File: src/rtl/wts_pkg.sv
// Shared types and constants for the waveform table sequencer.
// No dependencies; imported by the core, wts_regs, wts_ctrl, wts_dp and the testbench.
package wts_pkg;

  localparam int unsigned APB_AW = 4;

  typedef enum logic [1:0] {
    OP_LOAD    = 2'd0,
    OP_STEP    = 2'd1,
    OP_RESTART = 2'd2
  } op_e;

  typedef enum logic [1:0] {
    MODE_LOOP    = 2'd0,
    MODE_ONESHOT = 2'd1,
    MODE_NSHOT   = 2'd2
  } mode_e;

  typedef enum logic [1:0] {
    REG_RUN_MODE      = 2'd0,
    REG_CYCLE_LIMIT   = 2'd1,
    REG_TABLE_SIZE    = 2'd2,
    REG_FINISHED_HOLD = 2'd3
  } reg_e;

  typedef enum logic [2:0] {
    ST_IDLE,
    ST_EXEC,
    ST_DIV,
    ST_UPDATE,
    ST_READ,
    ST_OUT
  } state_e;

  typedef struct packed {
    logic [1:0]  run_mode;
    logic [7:0]  cycle_limit;
    logic [7:0]  table_size;
    logic [31:0] finished_hold;
  } cfg_t;

  // controller -> datapath
  typedef struct packed {
    logic capture;
    logic div_start;
    logic div_step;
    logic update;
    logic restart;
    logic ram_we;
    logic ram_re;
    logic out_load;
  } cmd_t;

  // datapath -> controller
  typedef struct packed {
    logic [1:0] op;
    logic       frozen;
    logic       div_done;
    logic       load_ok;
    logic       out_busy;
  } sts_t;

endpackage

File: src/rtl/wts_regs.sv
// APB configuration registers: run mode, cycle limit, table size, finished hold.
// Depends on wts_pkg.
module wts_regs
  import wts_pkg::*;
(
  input  logic              clk_i,
  input  logic              rst_ni,
  input  logic              psel,
  input  logic              penable,
  input  logic              pwrite,
  input  logic [APB_AW-1:0] paddr,
  input  logic [31:0]       pwdata,
  output logic [31:0]       prdata,
  output logic              pready,
  output cfg_t              cfg_o
);

  cfg_t cfg_q, cfg_d;
  reg_e sel;
  logic wr_en;

  assign sel    = reg_e'(paddr[3:2]);
  assign wr_en  = psel & penable & pwrite;
  assign pready = 1'b1;

  always_comb begin
    cfg_d = cfg_q;
    if (wr_en) begin
      unique case (sel)
        REG_RUN_MODE:      cfg_d.run_mode      = pwdata[1:0];
        REG_CYCLE_LIMIT:   cfg_d.cycle_limit   = pwdata[7:0];
        REG_TABLE_SIZE:    cfg_d.table_size    = pwdata[7:0];
        REG_FINISHED_HOLD: cfg_d.finished_hold = pwdata;
        default:           cfg_d = cfg_q;
      endcase
    end
  end

  always_comb begin
    unique case (sel)
      REG_RUN_MODE:      prdata = {30'd0, cfg_q.run_mode};
      REG_CYCLE_LIMIT:   prdata = {24'd0, cfg_q.cycle_limit};
      REG_TABLE_SIZE:    prdata = {24'd0, cfg_q.table_size};
      REG_FINISHED_HOLD: prdata = cfg_q.finished_hold;
      default:           prdata = 32'd0;
    endcase
  end

  always_ff @(posedge clk_i or negedge rst_ni) begin
    if (!rst_ni) begin
      cfg_q.run_mode      <= MODE_LOOP;
      cfg_q.cycle_limit   <= 8'd1;
      cfg_q.table_size    <= 8'd1;
      cfg_q.finished_hold <= 32'hFFFF_FFFF;
    end else begin
      cfg_q <= cfg_d;
    end
  end

  assign cfg_o = cfg_q;

endmodule

File: config.mk
export PLATFORM = sky130hd
export DESIGN_NAME = wts_regs
export DESIGN_NICKNAME = d
export VERILOG_FILES = /design/src/rtl/wts_pkg.sv /design/src/rtl/wts_regs.sv
export SDC_FILE = /design/constraint.sdc
export NUM_CORES = 1
export LEC_CHECK = 0
export BUFFER_PORTS_ARGS = -buffer_cell sky130_fd_sc_hd__clkbuf_2
export CORE_MARGIN = 10
export CORE_UTILIZATION = 48
export CTS_CLUSTER_SIZE = 28
export DETAILED_ROUTE_END_ITERATION = 7
export PLACE_DENSITY = 0.85
export SYNTH_ARGS = -nofsm -noshare
export SYNTH_HDL_FRONTEND = slang
export SYNTH_SLANG_ARGS = --single-unit
export TNS_END_PERCENT = 10
File: constraint.sdc
create_clock -name clk_i -period 2.6 [get_ports clk_i]
set_clock_uncertainty 0.15 [all_clocks]
set_input_delay 0.52 -clock clk_i [delete_from_list [all_inputs] [get_ports clk_i]]
set_output_delay 0.52 -clock clk_i [all_outputs]
set_load 0.01 [all_outputs]
**After elaboration in Yosys (flattened, before gate mapping)**

Index checks and enable logic that the tools add are counted.
W data, S select, Z words.

- Equality and inequality tests: 3
- Muxes and demuxes: 1
- Bitwise operators: 2
- Reductions and logical operators: 5

Operators by type and width:

| cell | count |
|---|---|
| $pmux W32 S4 | 1 |
| $reduce_and A2 Y1 | 4 |
| $eq A2 B2 Y1 const B | 2 |
| $and A1 B1 Y1 | 2 |
| $eq A2 B1 Y1 const B | 1 |
| $logic_not A2 Y1 | 1 |

- Bits in registers: 50
- Input port bits: 41
- Output and inout port bits: 83
- Word-level logic and storage cells: 15

**Depth between registers and ports, before layout**

- Depth after elaboration: 3
- Mapped depth: 5
- Gate-level depth less buffers: 3

**Worst setup path after synthesis**

OpenSTA, ideal clock, no wires.

- Path kind: input-to-output
- Start: input paddr[2]
- End: output prdata[3]
- Data arrival time: 1383 ps
- Required time: 1930 ps
- Slack: 547 ps
- Stages on the path: 4
- Buffers on the path: 2
- Path through: buf_4 > buf_2 > mux2_2 > a22o_1

- Longest elaborated chain between the ends: 2
- Elaborated cells on any way between the ends: 5
- Those cells by class: 3 x eq/ne; 1 x mux; 1 x reduce/logical

Ends and longest elaborated chain:

| what | line | source |
|---|---|---|
| start, declared | wts_regs.sv:11 | `input logic [APB_AW-1:0] paddr,` |
| $eq A2 B2 Y1, or another cell as far along | wts_regs.sv:40 | `unique case (sel)` |
| $pmux W32 S4 * | wts_regs.sv:40 |  |
| end, declared | wts_regs.sv:13 | `output logic [31:0] prdata,` |

Mark *: on every way between the ends. The rest lies on a longest branch, timed or not.

**Worst setup path after layout**

- Start: input paddr[2]
- End: output prdata[5]

Same word-level chain as after synthesis.

==> run_results.csv <==
group,metric,value,unit
outcome,status,"completed",
clocking,hold_buffers,0,
cells_and_area,area_delta_synth_final,33.5,%
global_route,grt_pass1_vias,1927,
logic_synthesis,yosysWarningCount,0,
detailed_routing,drc,0,
logic_synthesis,syn_area,2340,sq um
power,power_frac_comb,0.302,
die,die_w,89.9,microns
logic_synthesis,yosysSeqAreaShare,0.552,
die,fp.dieArea,8080,sq um
power,internal_power,1.71,mW
global_route,grt_max_degree,29,
logic_synthesis,synth_cell_types,20,
clocking,clkTransAtPathRegs,0.08,ns
critical_path,worst_path_largest_cell_delay,0.50,ns
timing,rsz0062_at_grt,"no",
detailed_routing,vias,1741,
cells_and_area,mostFrequentLayoutCells,"clkbuf_2, mux2_2, dfstp_2",
critical_path,worst-setup-path-type,"input pin to output pin",
cells_and_area,antenna_cells,0,
cells_and_area,drive_gt1_frac,0.811,
power,leakage,1.63,nW
power,p_per_area,777,nW/um^2
logic_synthesis,syn-num-nets,200,
timing,setup-tns-final,0,ns
global_route,grt-ovfl-total,0,
clocking,postCtsSetupRepairBufs,0,
global_route,antenna_found_initial,0,
die,ios,124,
clocking,clock_latency,0.29,ns
timing,fmax,0.419,GHz
detailed_routing,first_pass_iters,4,
global_route,grt_util_all_layers,0.159,
logic_synthesis,ys_ff_latch,50,
critical_path,reg2regPathDepth,1,
clocking,clkSinkCount,50,
placed_design,io_buffer_count,120,
timing,worst_slack,0.214,ns
cells_and_area,fin_nets,321,
run,drv_cap,0,
placed_design,dp_hpwl,5.03,mm
timing,relSlewSlack,0.605,
detailed_routing,dr.first_iter.drc_count,53,
detailed_routing,wirelength,6.34,mm
critical_path,cp-end-kind,"output pin",
power,ir_drop,379,uV
critical_path,reg2reg_from,"cfg_o[43]$_DFFE_PN0P_",
placed_design,place_ws,0.213,ns
critical_path,crit_path_top_delay_cell,"nor2b_1",
die,std_cell_rows,25,
timing,period_needed,2.39,ns
clocking,cts_inserted_buffers,5,
min_path,min_path_type,"input pin to asynchronous set/reset pin",
cells_and_area,largest_reg_flops,50,
timing,finalCritPeriodShare,0.918,
critical_path,path_cells,"clkbuf_2 -> nor2b_1 -> a22o_1 -> clkbuf_2",
cells_and_area,layout_commonest_cell,"clkbuf_2",
power,switching_power,0.720,mW
clocking,cts_root_buffer,"clkbuf_8",
timing,finalHoldViolCount,0,
logic_synthesis,synthCells,159,
critical_path,arrival,1.72,ns
timing,setup_viol_count_final,0,
placed_design,place_congestion,0.753,
die,core_area,4720,sq um
detailed_routing,via_per_inst,5.00,
critical_path,cp_common_cell,"clkbuf_2",
timing,worst_pin_slew,0.592,ns
critical_path,cp.required,1.93,ns
global_route,grt_pass1_wl,10.6,mm
critical_path,critPathMaxFanout,14,
clocking,cts.htree.levels,2,
clocking,cts_tree,"done",
critical_path,r2r-end,"cfg_o[43]$_DFFE_PN0P_",
detailed_routing,ant_nets,0,
die,fp.dieH,89.9,microns
power,switching_share,0.296,
die,start_util,0.496,
critical_path,worst-r2r-setup-slack,1.66,ns
timing,slew_violations,0,
clocking,cts.repair.resized,0,
power,p_total,2.43,mW
clocking,clockBufferDepth,2,
critical_path,critPathLaunchType,"input pin",
logic_synthesis,syn_area_per_cell,14.7,sq um
detailed_routing,routedWlPerCell,18.2,microns
power,p_clk_frac,0.209,
power,power_frac_seq,0.489,
==> worst max-delay path, delay by kind of cell <==
kind | cells | cell delay (ns)
simple gates | 1 | 0.50
compound gates | 1 | 0.24
buf+inv | 2 | 0.45
==> area by class of cell <==
class | instances | area, sq um
clock buffers | 8 | 110
multi-input cells | 96 | 976
fillers | 378 | 1590
flip-flops and latches | 50 | 1290
well taps | 67 | 83.8
repair buffers | 127 | 666
==> cells in the mapped netlist <==
master	instances	area [sq um]
mux4_2	2	45.0
nor3_1	1	5.00
nor3b_4	1	18.8
dfrtp_1	16	400
dfstp_2	34	893
mux2_1	2	22.5
mux2_4	8	120
clkbuf_1	5	18.8
nand3_2	1	10.0
mux2_2	46	518
or3b_1	1	8.76
conb_1	1	3.75
and3_1	24	150
buf_6	1	11.3
nand2_1	1	3.75
nor2_2	1	6.26
nor2b_1	1	6.26
buf_2	1	5.00
buf_4	6	45.0
a22o_1	6	52.6
==> per-stage QoR <==
stage,cell area (sq um),utilization,cells,hold WS [ns]
detailed placement,3020,0.639,340,0.374
floorplan,2340,-,159,0.0744
global placement,3020,0.639,340,0.366
CTS,3130,0.663,348,0.0679
global route,3130,0.663,348,0.0827
finish,3130,0.663,348,0.0648
==> power groups by stage <==
stage	Combinational [mW]	Clock [mW]	Sequential, mW
global route	0.800	0.559	1.23
detailed placement	0.751	0	1.20
CTS	0.753	0.528	1.19
floorplan	0.314	0	1.27
global placement	0.731	0	1.19
finish	0.734	0.508	1.19
==> cell families after synthesis <==
kind of cell	share of synthesized area
AOI/OAI and AO/OA	0.0224
buffers and inverters	0.0341
DFF	0.552
muxes	0.301
other	0.00160
and+or+nand+nor	0.0891
==> worst max-delay path by stage <==
| stage | from | endpoint | slack (ns) |
|---|---|---|---|
| 2_1_floorplan | paddr[2] | prdata[3] | 0.55 |
| 3_3_place_gp | paddr[2] | prdata[2] | 0.25 |
| 3_5_place_dp | paddr[2] | prdata[5] | 0.21 |
| 4_1_cts | paddr[2] | prdata[5] | 0.21 |
| 5_1_grt | paddr[2] | prdata[5] | 0.09 |
| 6_report | paddr[2] | prdata[5] | 0.21 |
==> metal layers <==
| metal | up-vias | routed length, microns | GRT usage |
|---|---|---|---|
| li1 | 816 | - | - |
| met4 | 0 | 73 | 0.0570 |
| met1 | 869 | 2380 | 0.165 |
| met5 | - | 0 | 0 |
| met2 | 49 | 3580 | 0.306 |
| met3 | 7 | 299 | 0.0316 |
Power figures use the tool's default switching activity.
