==> src/rtl/wts_pkg.sv <==
// Shared types and constants for the waveform table sequencer.
// No dependencies; imported by the core, wts_regs, wts_ctrl, wts_dp and the testbench.
package wts_pkg;

  localparam int unsigned APB_AW = 4;

  typedef enum logic [1:0] {
    OP_LOAD    = 2'd0,
    OP_STEP    = 2'd1,
    OP_RESTART = 2'd2
  } op_e;

  typedef enum logic [1:0] {
    MODE_LOOP    = 2'd0,
    MODE_ONESHOT = 2'd1,
    MODE_NSHOT   = 2'd2
  } mode_e;

  typedef enum logic [1:0] {
    REG_RUN_MODE      = 2'd0,
    REG_CYCLE_LIMIT   = 2'd1,
    REG_TABLE_SIZE    = 2'd2,
    REG_FINISHED_HOLD = 2'd3
  } reg_e;

  typedef enum logic [2:0] {
    ST_IDLE,
    ST_EXEC,
    ST_DIV,
    ST_UPDATE,
    ST_READ,
    ST_OUT
  } state_e;

  typedef struct packed {
    logic [1:0]  run_mode;
    logic [7:0]  cycle_limit;
    logic [7:0]  table_size;
    logic [31:0] finished_hold;
  } cfg_t;

  // controller -> datapath
  typedef struct packed {
    logic capture;
    logic div_start;
    logic div_step;
    logic update;
    logic restart;
    logic ram_we;
    logic ram_re;
    logic out_load;
  } cmd_t;

  // datapath -> controller
  typedef struct packed {
    logic [1:0] op;
    logic       frozen;
    logic       div_done;
    logic       load_ok;
    logic       out_busy;
  } sts_t;

endpackage

==> src/rtl/wts_ctrl.sv <==
// Controller FSM: sequences capture, table write, remainder iterations, state
// update, table read and result hand-off. Depends on wts_pkg.
module wts_ctrl
  import wts_pkg::*;
(
  input  logic clk_i,
  input  logic rst_ni,
  input  logic in_valid_i,
  output logic in_ready_o,
  input  sts_t sts_i,
  output cmd_t cmd_o
);

  state_e state_q, state_d;

  always_comb begin
    state_d = state_q;
    unique case (state_q)
      ST_IDLE: begin
        if (in_valid_i) state_d = ST_EXEC;
      end
      ST_EXEC: begin
        if (sts_i.op == OP_STEP && !sts_i.frozen) state_d = ST_DIV;
        else                                      state_d = ST_READ;
      end
      ST_DIV: begin
        if (sts_i.div_done) state_d = ST_UPDATE;
      end
      ST_UPDATE: state_d = ST_READ;
      ST_READ:   state_d = ST_OUT;
      ST_OUT: begin
        if (!sts_i.out_busy) state_d = ST_IDLE;
      end
      default: state_d = ST_IDLE;
    endcase
  end

  always_comb begin
    cmd_o      = '0;
    in_ready_o = 1'b0;
    unique case (state_q)
      ST_IDLE: begin
        in_ready_o    = 1'b1;
        cmd_o.capture = in_valid_i;
      end
      ST_EXEC: begin
        cmd_o.ram_we    = (sts_i.op == OP_LOAD) && sts_i.load_ok;
        cmd_o.restart   = (sts_i.op == OP_RESTART);
        cmd_o.div_start = (sts_i.op == OP_STEP) && !sts_i.frozen;
      end
      ST_DIV:    cmd_o.div_step = !sts_i.div_done;
      ST_UPDATE: cmd_o.update   = 1'b1;
      ST_READ:   cmd_o.ram_re   = 1'b1;
      ST_OUT:    cmd_o.out_load = !sts_i.out_busy;
      default: ;
    endcase
  end

  always_ff @(posedge clk_i or negedge rst_ni) begin
    if (!rst_ni) begin
      state_q <= ST_IDLE;
    end else begin
      state_q <= state_d;
    end
  end

endmodule

==> config.mk <==
export PLATFORM = sky130hd
export DESIGN_NAME = wts_ctrl
export DESIGN_NICKNAME = d
export VERILOG_FILES = /design/src/rtl/wts_pkg.sv /design/src/rtl/wts_ctrl.sv
export SDC_FILE = /design/constraint.sdc
export NUM_CORES = 1
export LEC_CHECK = 0
export BUFFER_PORTS_ARGS = -buffer_cell sky130_fd_sc_hd__buf_4
export CAP_MARGIN = 20
export CELL_PAD_IN_SITES_DETAIL_PLACEMENT = 0
export CELL_PAD_IN_SITES_GLOBAL_PLACEMENT = 2
export CORE_AREA = 10 10 47 49
export CTS_BUF_LIST = sky130_fd_sc_hd__clkbuf_4 sky130_fd_sc_hd__clkbuf_8
export DETAILED_ROUTE_END_ITERATION = 7
export DIE_AREA = 0 0 57 59
export MAX_ROUTING_LAYER = met4
export PLACE_DENSITY_LB_ADDON = 0.1
export SYNTH_ARGS = -nofsm -noshare
export SYNTH_HDL_FRONTEND = slang
export SYNTH_SLANG_ARGS = --single-unit
==> constraint.sdc <==
create_clock -name clk_i -period 3.7 [get_ports clk_i]
set_input_delay 0.74 -clock clk_i [delete_from_list [all_inputs] [get_ports clk_i]]
set_output_delay 0.74 -clock clk_i [all_outputs]
set_load 0.02 [all_outputs]
---- Yosys cells after proc, flatten, opt, wreduce, memory -nomap -nowiden ----
Cells that the tools add are included.
word-level totals
  register bits ........................... 3
  input bits .............................. 9
  output and inout port bits .............. 9
operators by class
  eq/ne operators ......................... 10
  mux-type cells .......................... 13
  reductions and logical operators ........ 8
operators with widths
  operator                                        number
  one-hot mux 3 bit (6 select lines)              1
  two-way mux 3 bit                               4
  two-way mux 1 bit                               7
  == test 3 x 2 -> 1 bit (second input constant)  2
  == test 3 bit (second input constant)           2
  inequality test 2 bit (second input constant)   3
  == test 3 x 1 -> 1 bit (second input constant)  1
  logical NOT 1 bit                               3
  logical NOT 3 bit                               1
  AND reduction 3 bit                             1
  == test 2 x 1 -> 1 bit (second input constant)  1
  == test 2 bit (second input constant)           1
  logical AND 1 bit                               2
  logical NOT 2 bit                               1
  two-way mux 2 bit                               1

---- Logic depth before layout (Yosys ltp) ----
  word-level depth ........................ 4
  gate-level depth with buffers ........... 3
  mapped depth without buffers ............ 2

---- Worst setup path before layout ----
OpenSTA, ideal clock, no wires.
  path kind ............................... input -> output
  start ................................... input sts_i[5] in the netlist's numbering
  end ..................................... output cmd_o[6] in the netlist's numbering
  arrival time ............................ 1629 ps
  setup slack ............................. 1331 ps
  stages .................................. 2
  path buffers ............................ 0
  path through ............................ or3b_1 nor3_1
RTL lines
  what                line            text
  start: declaration  wts_ctrl.sv:10  input sts_t sts_i,
  end: declaration    wts_ctrl.sv:11  output cmd_t cmd_o

==> results.json <==
{
  "worst-endpoint-required_ps": 2960,
  "timing.critical_path.cells": "buf_4 -> or3b_1 -> nor3_1 -> buf_4",
  "crit_path_time_final_ps": 2340,
  "setup_viol": 0,
  "synth_top_cells_by_count": "sky130_fd_sc_hd__dfrtp_1 (3), sky130_fd_sc_hd__nand2b_1 (3), sky130_fd_sc_hd__nor2_1 (3), sky130_fd_sc_hd__nor3_1 (3)",
  "synth.largest_area_cell": "sky130_fd_sc_hd__dfrtp_1",
  "synth_fp_nets": 37,
  "synth_cells": 28,
  "max-cap-violations": 0,
  "htree_num_levels": 1,
  "port-buffer-count": 17,
  "clock-skew-final_ps": 0.8616,
  "grt_overflow_total": 0,
  "die_w_um": 57,
  "power_density_mw_per_mm2": 667.8,
  "post-synth-top-area-fraction_pct": 32.09,
  "hp-class": "primary input to async pin",
  "last_weighted_congestion_value_of_the_routability_driven_placer": 0.6938,
  "wl_um": 858,
  "timing.max_slew.rel_slack_pct": 78.64,
  "maxSlewViolCount": 0,
  "synthesis_stage_register_bit_count": 3,
  "critPathLaunch": "sts_i[5]",
  "grt_start_max_net_pins": 11,
  "number_of_flops_mapped_to_enable_cells_by_yosys": 0,
  "place.detailed.hpwl_um": 699.4,
  "total_via_count_in_the_routed_design": 289,
  "timing.critical_path.to_type": "primary output",
  "floorplan.die_area_mm2": 0.003363,
  "area_growth_syn_to_layout_pct": 74.33,
  "yosysWarnings": 0,
  "slowest_delay_ps": 390,
  "worst-path-max-fanout": 4,
  "timing.critical_path.from_type": "primary input",
  "cts_resized": 0,
  "period_share_pct": 63.25,
  "synth-seq-area-share_pct": 32.09,
  "rr_startpoint": "state_q[1]$_DFFE_PN0P_",
  "fin_nets": 58,
  "cts-root-to-sink-buffers": 2,
  "area.sequential_um2": 75.07,
  "antenna_violating_nets_post_route": 0,
  "worst_slew_pin_slew_ps": 320.5,
  "multi_input_comb_area_um2": 147.6,
  "routed_wire_per_std_cell_um": 13.41,
  "number_of_flip_flops_in_the_largest_register": 3,
  "hold_buffers": 0,
  "critical_path_buf_inv_count": 2,
  "tritoncts.num_buffers": 3,
  "postSynth.asyncResetShare_pct": 100.0,
  "largest_register": "state_q",
  "fmaxAchievable_mhz": 427.3,
  "syn_area_um2": 234.0,
  "grt_first_pass_wirelength_um": 1455,
  "outcome": "finished, final reports clean",
  "clock-sinks": 3,
  "post_synth.cell_area_avg_um2": 8.356,
  "first_global_vias": 353,
  "fp-row-count": 14,
  "clk_pin_slew_worst_paths_ps": 40,
  "synth_flop_cell": "sky130_fd_sc_hd__dfrtp_1",
  "cts_tree": "yes",
  "final_tns_setup_ps": 0,
  "unrepaired_setup_endpoints_after_global_routing": "no",
  "timing_hold_violations_final": 0,
  "clockRootBuffer": "sky130_fd_sc_hd__clkbuf_4",
  "number_of_antenna_violations_at_the_first_check_in_global_routing": 0,
  "yosys-top-cells-area": "sky130_fd_sc_hd__dfrtp_1 (32%), sky130_fd_sc_hd__nand2b_1 (8.0%), sky130_fd_sc_hd__or3b_1 (7.5%)",
  "detail_route.vias_per_cell": 4.516,
  "worstSkewPairLatency_ps": 230,
  "cpMaxStageDelayCell": "sky130_fd_sc_hd__or3b_1",
  "fin_util_pct": 29.11,
  "reported_leakage_power_nw": 0.2015,
  "starting_density_of_the_core_pct": 16.70,
  "core_area_mm2": 0.001401,
  "worst-endpoint-arrival_ps": 1600,
  "drtIter0Drc": 2,
  "post_cts_buffers": 0,
  "num-fill-cells": 167,
  "largestRegisters": "state_q: 3 flops",
  "layout-drive-gt1-share_pct": 45.83,
  "first_pass_iters": 2,
  "worst_ir_drop_vdd_mv": 0.1268,
  "top_cell_by_count_worst_path": "sky130_fd_sc_hd__buf_4",
  "num_io_pins": 18,
  "path_delay_family": "simple AND/OR/NAND/NOR gates",
  "n_antenna_cell": 0,
  "track_usage_pct": 5.733,
  "yosys.cell_types.count": 18,
  "chipHeight_um": 59,
  "post-route-drc-count": 0,
  "cp_class": "primary input to primary output"
}
stage by stage:
step / worst slack, ps / instance area (um^2) / power, mW / cells / hold slack (ps)
6_report: 1360 / 407.9 / 0.2724 / 64 / 289.4
3_5_place_dp: 1342 / 377.9 / 0.2103 / 60 / 530.6
2_1_floorplan: 1331 / 234.0 / 0.1509 / 28 / 444.4
4_1_cts: 1342 / 407.9 / 0.2778 / 64 / 283.8
3_3_place_gp: 1372 / 377.9 / 0.2114 / 60 / 527.9
5_1_grt: 1301 / 407.9 / 0.2941 / 64 / 286.0
report_power, final:
| group | total [mW] | leakage [nW] | switching [mW] | internal, mW |
|---|---|---|---|---|
| combinational | 0.134 | 0.146 | 0.0719 | 0.0622 |
| sequential | 0.0739 | 0.0371 | 0.0282 | 0.0458 |
| clock | 0.0643 | 0.0184 | 0.0166 | 0.0477 |
layer usage:
metal	GRT usage, %	part of all wire (%)	vias to the layer above
met1	4.875	39	139
met2	9.147	55	8
li1	-	-	142
met4	6.040	0	0
met3	2.361	5.9	0
met5	-	0	-
cells in the final DEF, fill, tap and decap left out:
cell	Yosys	final
sky130_fd_sc_hd__a32o_1	1	1
sky130_fd_sc_hd__and2_1	1	1
sky130_fd_sc_hd__and2b_1	1	1
sky130_fd_sc_hd__and3_1	1	1
sky130_fd_sc_hd__buf_4	0	17
sky130_fd_sc_hd__clkbuf_4	0	4
sky130_fd_sc_hd__dfrtp_1	3	3
sky130_fd_sc_hd__inv_1	2	2
sky130_fd_sc_hd__nand2b_1	3	3
sky130_fd_sc_hd__nand3b_1	1	1
sky130_fd_sc_hd__nor2_1	3	3
sky130_fd_sc_hd__nor3_1	3	3
sky130_fd_sc_hd__nor4_1	1	1
sky130_fd_sc_hd__nor4b_1	1	1
sky130_fd_sc_hd__o221ai_1	1	1
sky130_fd_sc_hd__o31ai_1	1	1
sky130_fd_sc_hd__or2_2	1	1
sky130_fd_sc_hd__or3b_1	2	2
sky130_fd_sc_hd__or4b_1	1	1
layout make-up:
| cell class | count | share of cell area, % |
|---|---|---|
| Tap cell | 16 | 4.908 |
| Inverter | 2 | 1.840 |
| Clock buffer | 4 | 7.362 |
| Multi-Input combinational cell | 22 | 36.20 |
| Timing Repair Buffer | 17 | 31.29 |
| Sequential cell | 3 | 18.40 |
worst paths after layout:
check	to	slack, ps	depth (start not counted)
worst max-delay path	cmd_o[6]	1360	4
worst min-delay path	state_q[1]$_DFFE_PN0P_	290	1
worst max register to register	state_q[2]$_DFFE_PN0P_	2350	2
worst min register to register	state_q[2]$_DFFE_PN0P_	670	1
max in group asynchronous	state_q[2]$_DFFE_PN0P_	3320	1
min in group clk_i	state_q[2]$_DFFE_PN0P_	670	1
cells by family after synthesis:
logic type             Yosys count  share of synthesized area [%]
flip-flops                       3                          32.08
AND/OR/NAND/NOR                 19                          51.88
buffers and inverters            3                          4.812
AO/OA/AOI/OAI                    3                          11.23
Note: power is estimated with default switching activity, not from simulation.
